===== src/rtl/rbq_pkg.sv =====
// Package with the types, codes and defaults of the double-ended ring buffer queue.
package rbq_pkg;

  // Default sizes of the entry memory.
  localparam int unsigned DefDepth     = 16;
  localparam int unsigned DefDataWidth = 32;

  // Fixed widths of the transfer fields.
  localparam int unsigned ValueW = 32;
  localparam int unsigned CountW = 5;

  // Operation codes.
  typedef enum logic [1:0] {
    FUNC_PUSH_BACK  = 2'd0,
    FUNC_PUSH_FRONT = 2'd1,
    FUNC_POP_FRONT  = 2'd2,
    FUNC_STATUS     = 2'd3
  } func_e;

  // Status codes returned with every result.
  typedef enum logic [1:0] {
    ST_DONE  = 2'd0,
    ST_EMPTY = 2'd1,
    ST_FULL  = 2'd2
  } status_e;

  // One command transfer.
  typedef struct packed {
    func_e                     func;
    logic signed [ValueW-1:0]  data_value;
  } req_t;

  // One result transfer.
  typedef struct packed {
    logic signed [ValueW-1:0]  front_value;
    logic        [CountW-1:0]  held_count;
    status_e                   status;
  } rsp_t;

endpackage


===== src/rtl/ring_buffer_queue_push_both_ends_core.sv =====
// Double-ended queue of signed words kept in a ring buffer memory.
//
//   Channel   Handshake          Payload   Direction
//   command   start_i / busy_o   req_i     in
//   result    done_o (strobe)    rsp_o     out
//
// One command transfer per clock cycle; busy_o stays low.
// The result of a command appears on rsp_o with done_o in the cycle after its transfer.
// The figure is set by the entry memory, which takes one write and one read per cycle.
// Reset clears the head index and the word count; the entry memory is not cleared.
// The receiver cannot stall, so no result is held back.
module ring_buffer_queue_push_both_ends_core #(
  parameter int unsigned DEPTH      = rbq_pkg::DefDepth,
  parameter int unsigned DATA_WIDTH = rbq_pkg::DefDataWidth
) (
  input  logic         clk_i,
  input  logic         rst_ni,
  input  logic         start_i,
  input  rbq_pkg::req_t req_i,
  output logic         busy_o,
  output logic         done_o,
  output rbq_pkg::rsp_t rsp_o
);
  import rbq_pkg::*;

  localparam int unsigned AW = $clog2(DEPTH);
  localparam int unsigned CW = $clog2(DEPTH + 1);

  // Control state.
  logic [AW-1:0] head_q, head_d;
  logic [CW-1:0] cnt_q, cnt_d;
  logic          done_q;

  // Result payload and entry memory.
  logic [DATA_WIDTH-1:0] entry_mem [DEPTH];
  logic [DATA_WIDTH-1:0] rd_q;
  logic [DATA_WIDTH-1:0] wdata_q;
  logic                  fwd_q;
  status_e               status_q;

  logic                  accept;
  logic                  full;
  logic                  empty;
  logic [AW-1:0]         head_inc;
  logic [AW-1:0]         head_dec;
  logic [CW:0]           tail_sum;
  logic [AW-1:0]         tail;
  logic [DATA_WIDTH-1:0] wdata;
  logic                  we;
  logic [AW-1:0]         waddr;
  logic                  fwd;
  status_e               status_d;
  logic [DATA_WIDTH-1:0] front_word;

  // The block never stalls a command.
  assign busy_o = 1'b0;
  assign accept = start_i & ~busy_o;

  // Ring index arithmetic.
  assign full     = (cnt_q == CW'(DEPTH));
  assign empty    = (cnt_q == '0);
  assign head_inc = (head_q == AW'(DEPTH - 1)) ? '0 : head_q + 1'b1;
  assign head_dec = (head_q == '0) ? AW'(DEPTH - 1) : head_q - 1'b1;
  assign tail_sum = (CW+1)'(head_q) + (CW+1)'(cnt_q);
  assign tail     = (tail_sum >= (CW+1)'(DEPTH)) ? AW'(tail_sum - (CW+1)'(DEPTH))
                                                  : AW'(tail_sum);
  assign wdata    = DATA_WIDTH'(req_i.data_value);

  // Decode the operation into a memory write and new index and count.
  always_comb begin
    head_d   = head_q;
    cnt_d    = cnt_q;
    we       = 1'b0;
    waddr    = tail;
    status_d = ST_DONE;
    unique case (req_i.func)
      FUNC_PUSH_BACK: begin
        if (full) begin
          status_d = ST_FULL;
        end else begin
          we    = 1'b1;
          waddr = tail;
          cnt_d = cnt_q + 1'b1;
        end
      end
      FUNC_PUSH_FRONT: begin
        if (full) begin
          status_d = ST_FULL;
        end else begin
          we     = 1'b1;
          waddr  = head_dec;
          head_d = head_dec;
          cnt_d  = cnt_q + 1'b1;
        end
      end
      FUNC_POP_FRONT: begin
        if (empty) begin
          status_d = ST_EMPTY;
        end else begin
          head_d = head_inc;
          cnt_d  = cnt_q - 1'b1;
        end
      end
      FUNC_STATUS: begin
      end
    endcase
  end

  // When the new front entry is the one being written in the same cycle, forward it.
  assign fwd = we && (waddr == head_d);

  // Control registers.
  always_ff @(posedge clk_i or negedge rst_ni) begin
    if (!rst_ni) begin
      head_q <= '0;
      cnt_q  <= '0;
      done_q <= 1'b0;
    end else begin
      done_q <= accept;
      if (accept) begin
        head_q <= head_d;
        cnt_q  <= cnt_d;
      end
    end
  end

  // Result payload registers.
  always_ff @(posedge clk_i) begin
    if (accept) begin
      status_q <= status_d;
      fwd_q    <= fwd;
      wdata_q  <= wdata;
    end
  end

  // Entry memory: one write and one registered read of the new front entry.
  always_ff @(posedge clk_i) begin
    if (accept && we) begin
      entry_mem[waddr] <= wdata;
    end
    if (accept) begin
      rd_q <= entry_mem[head_d];
    end
  end

  // Result assembly.
  assign front_word        = fwd_q ? wdata_q : rd_q;
  assign done_o            = done_q;
  assign rsp_o.front_value = (cnt_q == '0) ? '0 : ValueW'(signed'(front_word));
  assign rsp_o.held_count  = CountW'(cnt_q);
  assign rsp_o.status      = status_q;

endmodule


===== config.mk =====
export PLATFORM = sky130hd
export DESIGN_NAME = ring_buffer_queue_push_both_ends_core
export DESIGN_NICKNAME = d
export VERILOG_FILES = /design/src/rtl/rbq_pkg.sv /design/src/rtl/ring_buffer_queue_push_both_ends_core.sv
export SDC_FILE = /design/constraint.sdc
export NUM_CORES = 1
export LEC_CHECK = 0
export ABC_AREA = 0
export ABC_CLOCK_PERIOD_IN_PS = 7490
export BUFFER_PORTS_ARGS = -buffer_cell sky130_fd_sc_hd__buf_2
export CAP_MARGIN = 20
export CORE_MARGIN = 2
export CORE_UTILIZATION = 35
export DETAILED_ROUTE_END_ITERATION = 16
export MAX_ROUTING_LAYER = met4
export SLEW_MARGIN = 40
export SYNTH_ARGS = -nofsm -noshare
export SYNTH_HDL_FRONTEND = slang
export SYNTH_SLANG_ARGS = --single-unit

===== constraint.sdc =====
create_clock -name clk_i -period 7.49 [get_ports clk_i]
set_clock_uncertainty 0.2 [all_clocks]
set_input_delay 2.247 -clock clk_i [delete_from_list [all_inputs] [get_ports clk_i]]
set_output_delay 2.247 -clock clk_i [all_outputs]
set_load 0.01 [all_outputs]

Word level (Yosys, flattened, before mapping). Memories as Yosys holds them, arrays and structs flattened. A register that Yosys moved wholly into a read port is not among the register bits. Cells that the tools add are included.

Muxes and demuxes: 20. Equal/unequal tests: 7. Multipliers: 0. Bitwise operators: 0. Reduce and logical (&&, ||, !) cells: 8. $lt $le $gt $ge: 1. Shift-type cells: 0. Divide/modulo/power cells: 0. $add $sub $neg: 6.

Operators with widths (number): $mux 32 (2); $mux 4 (7); $mux 5 (2); $pmux 5 s2 (1); $pmux 4 s2 (1); $sub 4x1->4 const B (2); $add 4x5->6 (1); $ge 6x5->1 const B (1); $add 5x1->5 const B (1); $eq 5x5->1 const B (1); $logic_not 5->1 (1); $mux 1 (5); $sub 5x1->5 const B (1); $add 4x1->4 const B (1); $eq 4x4->1 (1); $eq 4x4->1 const B (1); $logic_not 4->1 (1); $ne 2x2->1 const B (2); $pmux 2 s2 (1); $reduce_and 4->1 (1); $eq 2x1->1 const B (1); $eq 2x2->1 const B (1); $logic_and 1x1->1 (2); $logic_not 2->1 (1); 3 further kinds (3).

Bits in registers: 45. Latch bits: 0. Logic and storage cells: 49. Output and inout bits: 41. Memory bits (read-only): 0. RAM bits: 512. Memories kept: 1. Input bits: 37.

Memory list: entry_mem (depth 16, bits a word 32, read ports 1, clocked after memory_dff 1, wr ports 1, RTL line ring_buffer_queue_push_both_ends_core.sv:35) `logic [DATA_WIDTH-1:0] entry_mem [DEPTH];`.

Logic depth before layout (Yosys ltp). Gate-level depths: netlist (run 1).

Depth after elaboration: 7. Depth in mapped cells: 13. Depth with buffers taken out: 10.

Worst setup path after synthesis (run 1). No wires, ideal clock.

Kind: input to register. Start point: input port req_i[33] in the netlist's numbering. End point: memory entry_mem[8][0] in the netlist's numbering, enable pin. Data required time: 6.869 ns. Slack: 2.178 ns. Cell stages on the path: 8. Buffers on the path: 1. Arrival: 4.691 ns. Setup time: 0.421 ns. Cell sequence: inv_1 -> ha_1 -> buf_2 -> nand2_1 -> nand2_1 -> o21ai_0 -> or2_2 -> nor2_1.

Word-level cells in the longest chain between the ends: 6. Elaborated cells between the ends (all ways): 8. Classes of those cells: 1 x eq/ne; 4 x mux; 3 x reduce/logical.

RTL lines: start, declared (RTL line ring_buffer_queue_push_both_ends_core.sv:19) `input rbq_pkg::req_t req_i,`; $eq 2x1->1 or $logic_not 2->1 (tied branches) (RTL line ring_buffer_queue_push_both_ends_core.sv:76) `unique case (req_i.func)`; $reduce_or 2->1 (no source line); $mux 1; $logic_and 1x1->1 (RTL line ring_buffer_queue_push_both_ends_core.sv:138) `if (accept && we) begin`; $mux 1 (RTL line ring_buffer_queue_push_both_ends_core.sv:138); $mux 1 (not written as such) (RTL line ring_buffer_queue_push_both_ends_core.sv:139) `entry_mem[waddr] <= wdata;`; end, declared (RTL line ring_buffer_queue_push_both_ends_core.sv:35).

Parallel ways exist; a longest one is shown, timed or not.

Worst setup path after layout (run 1).
Start point: input port req_i[32] in the netlist's numbering. End point: register rd_q[2] (read register of entry_mem), data pin.

Word-level cells in the longest chain between the ends: 2. Elaborated cells between the ends (all ways): 3. Classes of those cells: 2 x eq/ne; 1 x mux.

RTL lines: $eq 2x2->1 or $eq 2x1->1 (tied branches) (RTL line ring_buffer_queue_push_both_ends_core.sv:76); $pmux 4 s2 (*) (RTL line ring_buffer_queue_push_both_ends_core.sv:76); end, declared (RTL line ring_buffer_queue_push_both_ends_core.sv:36) `logic [DATA_WIDTH-1:0] rd_q;`.

Mark *: on every way between the ends. The rest lies on a longest branch, timed or not. A chain may end at the register's enable or synchronous reset.

==> impl_metrics.tcl, run 1 <==
set metrics [dict create \
    status "complete, no violations" \
    power_density_nw_per_um2 322 \
    finalHoldViolations 0 \
    r2r_end "rd_q[7]$_DFFE_PP_" \
    synth_ff_type "edfxtp_1" \
    overflow 0 \
    syn_avg_cell_area_um2 17.9 \
    end_kind "flop" \
    whs_endpoint "cnt_q[2]$_DFFE_PN0P_" \
    grt_max_degree 101 \
    muxShareOfSynthArea 0.125 \
    post-cts-setup-buffers 0 \
    synth_top_family_by_area "multiplexers" \
    ant_nets 0 \
    synth_top_area_share 0.750 \
    yosys.area_share.simple 0.0327 \
    syn_nets 1347 \
    synth_fa_ha_area_frac 0.00821 \
    power.leakage_uw 0.00965 \
    tightest_slew_ns 0.842 \
    cp-start-kind "primary input" \
    vias_per_cell 5.17 \
    post-route-period-util 0.727 \
    syn_to_final_growth_pct 14.6 \
    path_clk_slew_ns 0.06 \
    critPathArrivalTime_ns 5.59 \
    nets 1453 \
    clock-sinks 589 \
    worstHoldStart "cnt_q[2]$_DFFE_PN0P_" \
    cts_tree "done" \
    grt.total_usage 0.163 \
    gp_congestion 0.829 \
    cts.repair.resized 0 \
    setup_tns_ns 0 \
    path_class "primary input to flop" \
    synth.distinct_cells 56 \
    final_area_um2 26500 \
    drt-initial-drc-count 1119 \
    synth-seq-cells 589 \
    path_cells "buf_2 -> inv_1 -> ha_1 -> and2_1 -> a21boi_1 -> a221oi_4 -> or3_2 -> buf_4 -> o22ai_1 -> or4_1" \
    die_area_um2 68300 \
    yosys.area.top_type "edfxtp_1" \
    fmax_ghz 0.184 \
    port_buffers 76 \
    worstRegToRegCells 9 \
    ioPinCount 78 \
    ys_seq_area_frac 0.761 \
    maxSlewHeadroom 0.437 \
    place_area_um2 24900 \
    synthXorXnorAreaFrac 0.00529 \
    post-route-drc-count 0 \
    initial_utilization 0.353 \
    cp.required_ns 7.63 \
    yosys_warnings 0 \
    dp_cells 2208 \
    worst_path_largest_cell_delay_ns 0.77 \
    cts_buffer_depth 3 \
    clk_latency_ns 0.61 \
    synthesis.area_um2 23200 \
    fin_crit_ns 5.44 \
    synth_compound_area_frac 0.0467 \
    rsz0062_at_grt "false" \
    route.vias.total 11947 \
    rows 94 \
    fillerInstances 5860 \
    wire_per_inst_um 23.2 \
    syn-instance-count 1296 \
    final_cells 2309 \
    crit_path_max_fanout 22 \
    synth_edf_count 579 \
    async_flop_share 0.0170 \
    grt_pass1_wl_um 79600 \
    drive_above_1_share 0.154 \
    hold_path_depth 2 \
    routed_wirelength_um 53700 \
    grt_pass1_vias 12019 \
    die_h_um 261 \
    coreArea_um2 65600 \
    dr.pass1.iters 5 \
    antenna_found_initial 3 \
    hold_buffers 0 \
    clock-root-buffer "clkbuf_16" \
    ys_top_cells_by_area "edfxtp_1 75%, mux2i_1 12%, o22ai_1 3.5%" \
    finalSetupViolCount 0 \
    cts_inserted_buffers 56 \
    die_w_um 261 \
    reg2reg_from "cnt_q[1]$_DFFE_PN0P_" \
    dp_hpwl_um 30900 \
    critPathSlowestCell "or3_2" \
    maxSlewViolCount 0 \
    hp-class "flop to flop" \
    cap_violations 0 \
    r2r_slack_ns 2.60 \
    ir_worst_vdd_mv 0.214 \
    cts_max_level 2 \
]
## cells by family after synthesis
family	Yosys count
AOI/OAI and AO/OA	168
xor gates and xnor gates	14
adders and majority gates	14
buffers and inverters	82
DFF	589
muxes	290
other	1
and+or+nand+nor	138
## how the worst max path moves through the flow
stage	to	slack [ns]	start	cells after the start
after floorplan	entry_mem[8][0]$_DFFE_PP_	2.18	req_i[33]	8
after global placement	rd_q[29]$_DFFE_PP_	1.61	req_i[32]	9
after detailed placement	rd_q[2]$_DFFE_PP_	1.55	req_i[32]	10
after CTS	rsp_o[13]	2.00	cnt_q[1]$_DFFE_PN0P_	5
after global routing	rsp_o[15]	1.92	cnt_q[1]$_DFFE_PN0P_	5
final	rd_q[2]$_DFFE_PP_	2.05	req_i[32]	10
## report_power, final
part	internal, uW	total, uW	switching (uW)
Sequential	3950	4080	122
Combinational	697	1870	1170
Clock	1440	2600	1160
## per-stage QoR
stage	setup WS [ns]	total power (uW)	hold WS (ns)	utilization
global placement	1.61	5980	0.458	0.375
finish	2.05	8540	0.472	0.405
detailed placement	1.55	6040	0.464	0.379
floorplan	2.18	5340	0.416	-
CTS	2.00	8630	0.474	0.404
global route	1.92	8910	0.497	0.405
## worst max-delay path, delay by kind of cell
kind / cells / cell delay, ns
and+or+nand+nor: 3 / 1.36
buffers and inverters: 3 / 0.54
AOI/OAI and AO/OA: 3 / 1.04
adders and majority gates: 1 / 0.37
## final cells by class
| class | count | area (um^2) | share of cell area |
|---|---|---|---|
| tap | 864 | 1080 | 0.0407 |
| clock inverter | 28 | 198 | 0.00745 |
| timing repair buffer | 118 | 886 | 0.0334 |
| inverter | 12 | 45.0 | 0.00170 |
| multi-input combinational | 625 | 5240 | 0.197 |
| antenna | 3 | 7.51 | 0.000283 |
| sequential | 589 | 17600 | 0.664 |
| clock buffer | 70 | 1450 | 0.0548 |
## Yosys cell counts, types with 3 or more instances
library cell and instances:
edfxtp_1 579, mux2i_1 289, o22ai_1 128, nor2_1 56, or4_1 32, buf_2 29, nand2_1 17, clkbuf_1 16
ha_1 12, a21oi_1 11, buf_4 11, inv_1 11, dfrtp_1 10, nand3_1 10, o21ai_0 10, xnor2_1 10
buf_6 6, a21o_1 4, buf_8 4, xor2_1 4, buf_1 3, nand2b_1 3, nand4b_1 3, or3_1 3
## flip-flops by register name, indices dropped and copies added, names as in the netlist
| name | count |
|---|---|
| head_q | 4 |
| rd_q | 32 |
| fwd_q | 1 |
| status_q | 2 |
| done_o | 1 |
| cnt_q | 5 |
| wdata_q | 32 |
| entry_mem | 512 |
## per-layer routing
layer  wire length [um]  global-route usage  vias to the layer above  part of all wire
met5                  0                   -                        -                 0
met1              23900               0.213                     6182              0.45
met4               1020              0.0390                        0             0.019
met2              26400               0.267                      260              0.49
met3               2360              0.0276                       79             0.044
li1                   -                   -                     5426                 -
## layout by cell type, fill, tap and decap left out, types with 10 or more instances in the layout
cell and n:
or4_1 32, buf_4 31, a21oi_1 11, o22ai_1 128
clkinv_1 14, clkbuf_1 14, ha_1 12, inv_1 11
nor2_1 40, xnor2_1 10, buf_2 75, edfxtp_1 579
dfrtp_1 10, nand2_1 17, clkbuf_16 56, o21ai_0 10
mux2i_1 289, nor2_4 17
No activity file was read; power rests on OpenSTA's default activity.
==> inputs of run 2 (changes only) <==
--- a/config.mk
+++ b/config.mk
@@ -6,7 +6,7 @@
 export NUM_CORES = 1
 export LEC_CHECK = 0
 export ABC_AREA = 0
-export ABC_CLOCK_PERIOD_IN_PS = 7490
+export ABC_CLOCK_PERIOD_IN_PS = 5550
 export BUFFER_PORTS_ARGS = -buffer_cell sky130_fd_sc_hd__buf_2
 export CAP_MARGIN = 20
 export CORE_MARGIN = 2
==> constraint.sdc (replaced) <==
create_clock -name clk_i -period 5.55 [get_ports clk_i]
set_clock_uncertainty 0.2 [all_clocks]
set_input_delay 1.665 -clock clk_i [delete_from_list [all_inputs] [get_ports clk_i]]
set_output_delay 1.665 -clock clk_i [all_outputs]
set_load 0.01 [all_outputs]
==> run 2 against run 1 <==
Die area unchanged. Critical path depth down 5. Power up 42%. Combinational power up 41%. Non-clock buffer count up 19. Routed wire length up 3.2%. Setup slack worse by 1.5 ns. Worst hold slack better by 0.0070 ns. Design area up 1.9%. Sequential cell count unchanged. Highest routed layer unchanged.
==> impl_metrics.tcl, run 2 (synthesis gave the netlist of run 1 again) <==
set metrics [dict create \
    status "complete, no violations" \
    nets 1474 \
    ioPinCount 78 \
    maxSlewHeadroom 0.539 \
    place_area_um2 25100 \
    cts_buffer_depth 3 \
    cp.required_ns 3.69 \
    utilization 0.412 \
    syn_to_final_growth_pct 16.8 \
    ir_worst_vdd_mv 0.290 \
    power_density_nw_per_um2 449 \
    regMostFlops "entry_mem" \
    port_buffers 76 \
    path_cells "or4_4 -> nor2_4 -> buf_4 -> nor2_1 -> buf_2" \
    grt_pass1_vias 12297 \
    die_h_um 261 \
    path_clk_slew_ns 0.07 \
    vias_per_cell 5.19 \
    dr.pass1.iters 5 \
    clk_latency_ns 0.62 \
    final_area_um2 27100 \
    post-route-period-util 0.897 \
    p_total_uw 12100 \
    post-cts-setup-buffers 0 \
    wire_per_inst_um 23.7 \
    ant_nets 0 \
    fillerInstances 5845 \
    cts_max_level 2 \
    cp-start-kind "flop" \
    setup_tns_ns 0 \
    cts_inserted_buffers 58 \
    finalHoldViolations 0 \
    cts_tree "done" \
    fin_crit_ns 4.98 \
    cap_violations 0 \
    post-route-drc-count 0 \
    final_cell_mix "579 x edfxtp_1, 289 x mux2i_1, 128 x o22ai_1" \
    drive_above_1_share 0.176 \
    die_w_um 261 \
    critPathSlowestCell "or4_4" \
    final_cells 2335 \
    clock-sinks 589 \
    overflow 0 \
    rows 94 \
    hold_buffers 0 \
    final_common_cell "edfxtp_1" \
    reg.largest.list "entry_mem x512, rd_q x32, wdata_q x32" \
    antenna_found_initial 1 \
    initial_utilization 0.353 \
    worst_path_largest_cell_delay_ns 0.65 \
    gp_congestion 0.800 \
    maxSlewViolCount 0 \
    route.vias.total 12113 \
    cts.repair.resized 0 \
    power.leakage_uw 0.00992 \
    coreArea_um2 65600 \
    crit_path_max_fanout 19 \
    finalSetupViolCount 0 \
    grt_pass1_wl_um 81100 \
    dp_cells 2227 \
    largest_reg_flops 512 \
    end_kind "output port" \
    routed_wirelength_um 55400 \
    path_class "flop to output port" \
    tightest_slew_ns 0.692 \
    fmax_ghz 0.201 \
    rsz0062_at_grt "false" \
    grt.total_usage 0.166 \
    drt-initial-drc-count 859 \
    grt_max_degree 51 \
    hp-class "flop to flop" \
    clock-root-buffer "clkbuf_16" \
    critPathArrivalTime_ns 3.11 \
    die_area_um2 68300 \
    dp_hpwl_um 31500 \
]
[run 2: changes by cell type in the layout (fill, tap and decap cells not counted), moves of 3 or more]
cell / before / now
buf_12: 2 / 24
clkbuf_1: 14 / 5
buf_16: 7 / 0
buf_4: 31 / 38
bufinv_16: 2 / 9
clkinv_2: 7 / 13
buf_8: 3 / 0
[run 2: where the power goes]
part           internal (uW)  switching (uW)
clock network           2330            1670
registers               5340             166
logic                   1020            1620
[run 2: worst paths after layout]
path | to | startpoint | cells after the start | slack, ns
max in group asynchronous | head_q[3]$_DFFE_PN0P_ | rst_ni | 1 | 4.22
setup reg to reg | rd_q[19]$_DFFE_PP_ | cnt_q[1]$_DFFE_PN0P_ | 9 | 1.09
hold / removal | cnt_q[0]$_DFFE_PN0P_ | cnt_q[0]$_DFFE_PN0P_ | 1 | 0.48
setup / recovery | rsp_o[22] | cnt_q[1]$_DFFE_PN0P_ | 5 | 0.57
min in group asynchronous | cnt_q[1]$_DFFE_PN0P_ | rst_ni | 1 | 0.71
hold reg to reg | cnt_q[0]$_DFFE_PN0P_ | cnt_q[0]$_DFFE_PN0P_ | 1 | 0.48
[run 2: metrics by stage]
step	setup slack, ns	hold slack, ns
floorplan	0.820	0.416
global placement	0.497	0.469
detailed placement	0.441	0.470
CTS	0.490	0.484
global route	0.427	0.491
finish	0.571	0.479
[run 2: worst max-delay path: cells and delay by family, from the launching register on]
family	cells	cell delay [ns]
flops	1	0.51
simple gates	3	1.35
buf+inv	2	0.61
[run 2: layer usage]
metal  share of wire  GRT usage
met3           0.041     0.0235
met4           0.022     0.0439
met2            0.50      0.278
met5               0          -
met1            0.44      0.213
[run 2: layout make-up]
type                    instances  area, um^2  area share
well taps                     864        1080      0.0399
clock inverters                44         470      0.0174
diodes                          1        2.50   0.0000925
inverters                      12        45.0     0.00166
clock buffers                  63        1470      0.0543
multi-input cells             625        5220       0.193
flip-flops and latches        589       17600       0.652
repair buffers                137        1140      0.0422
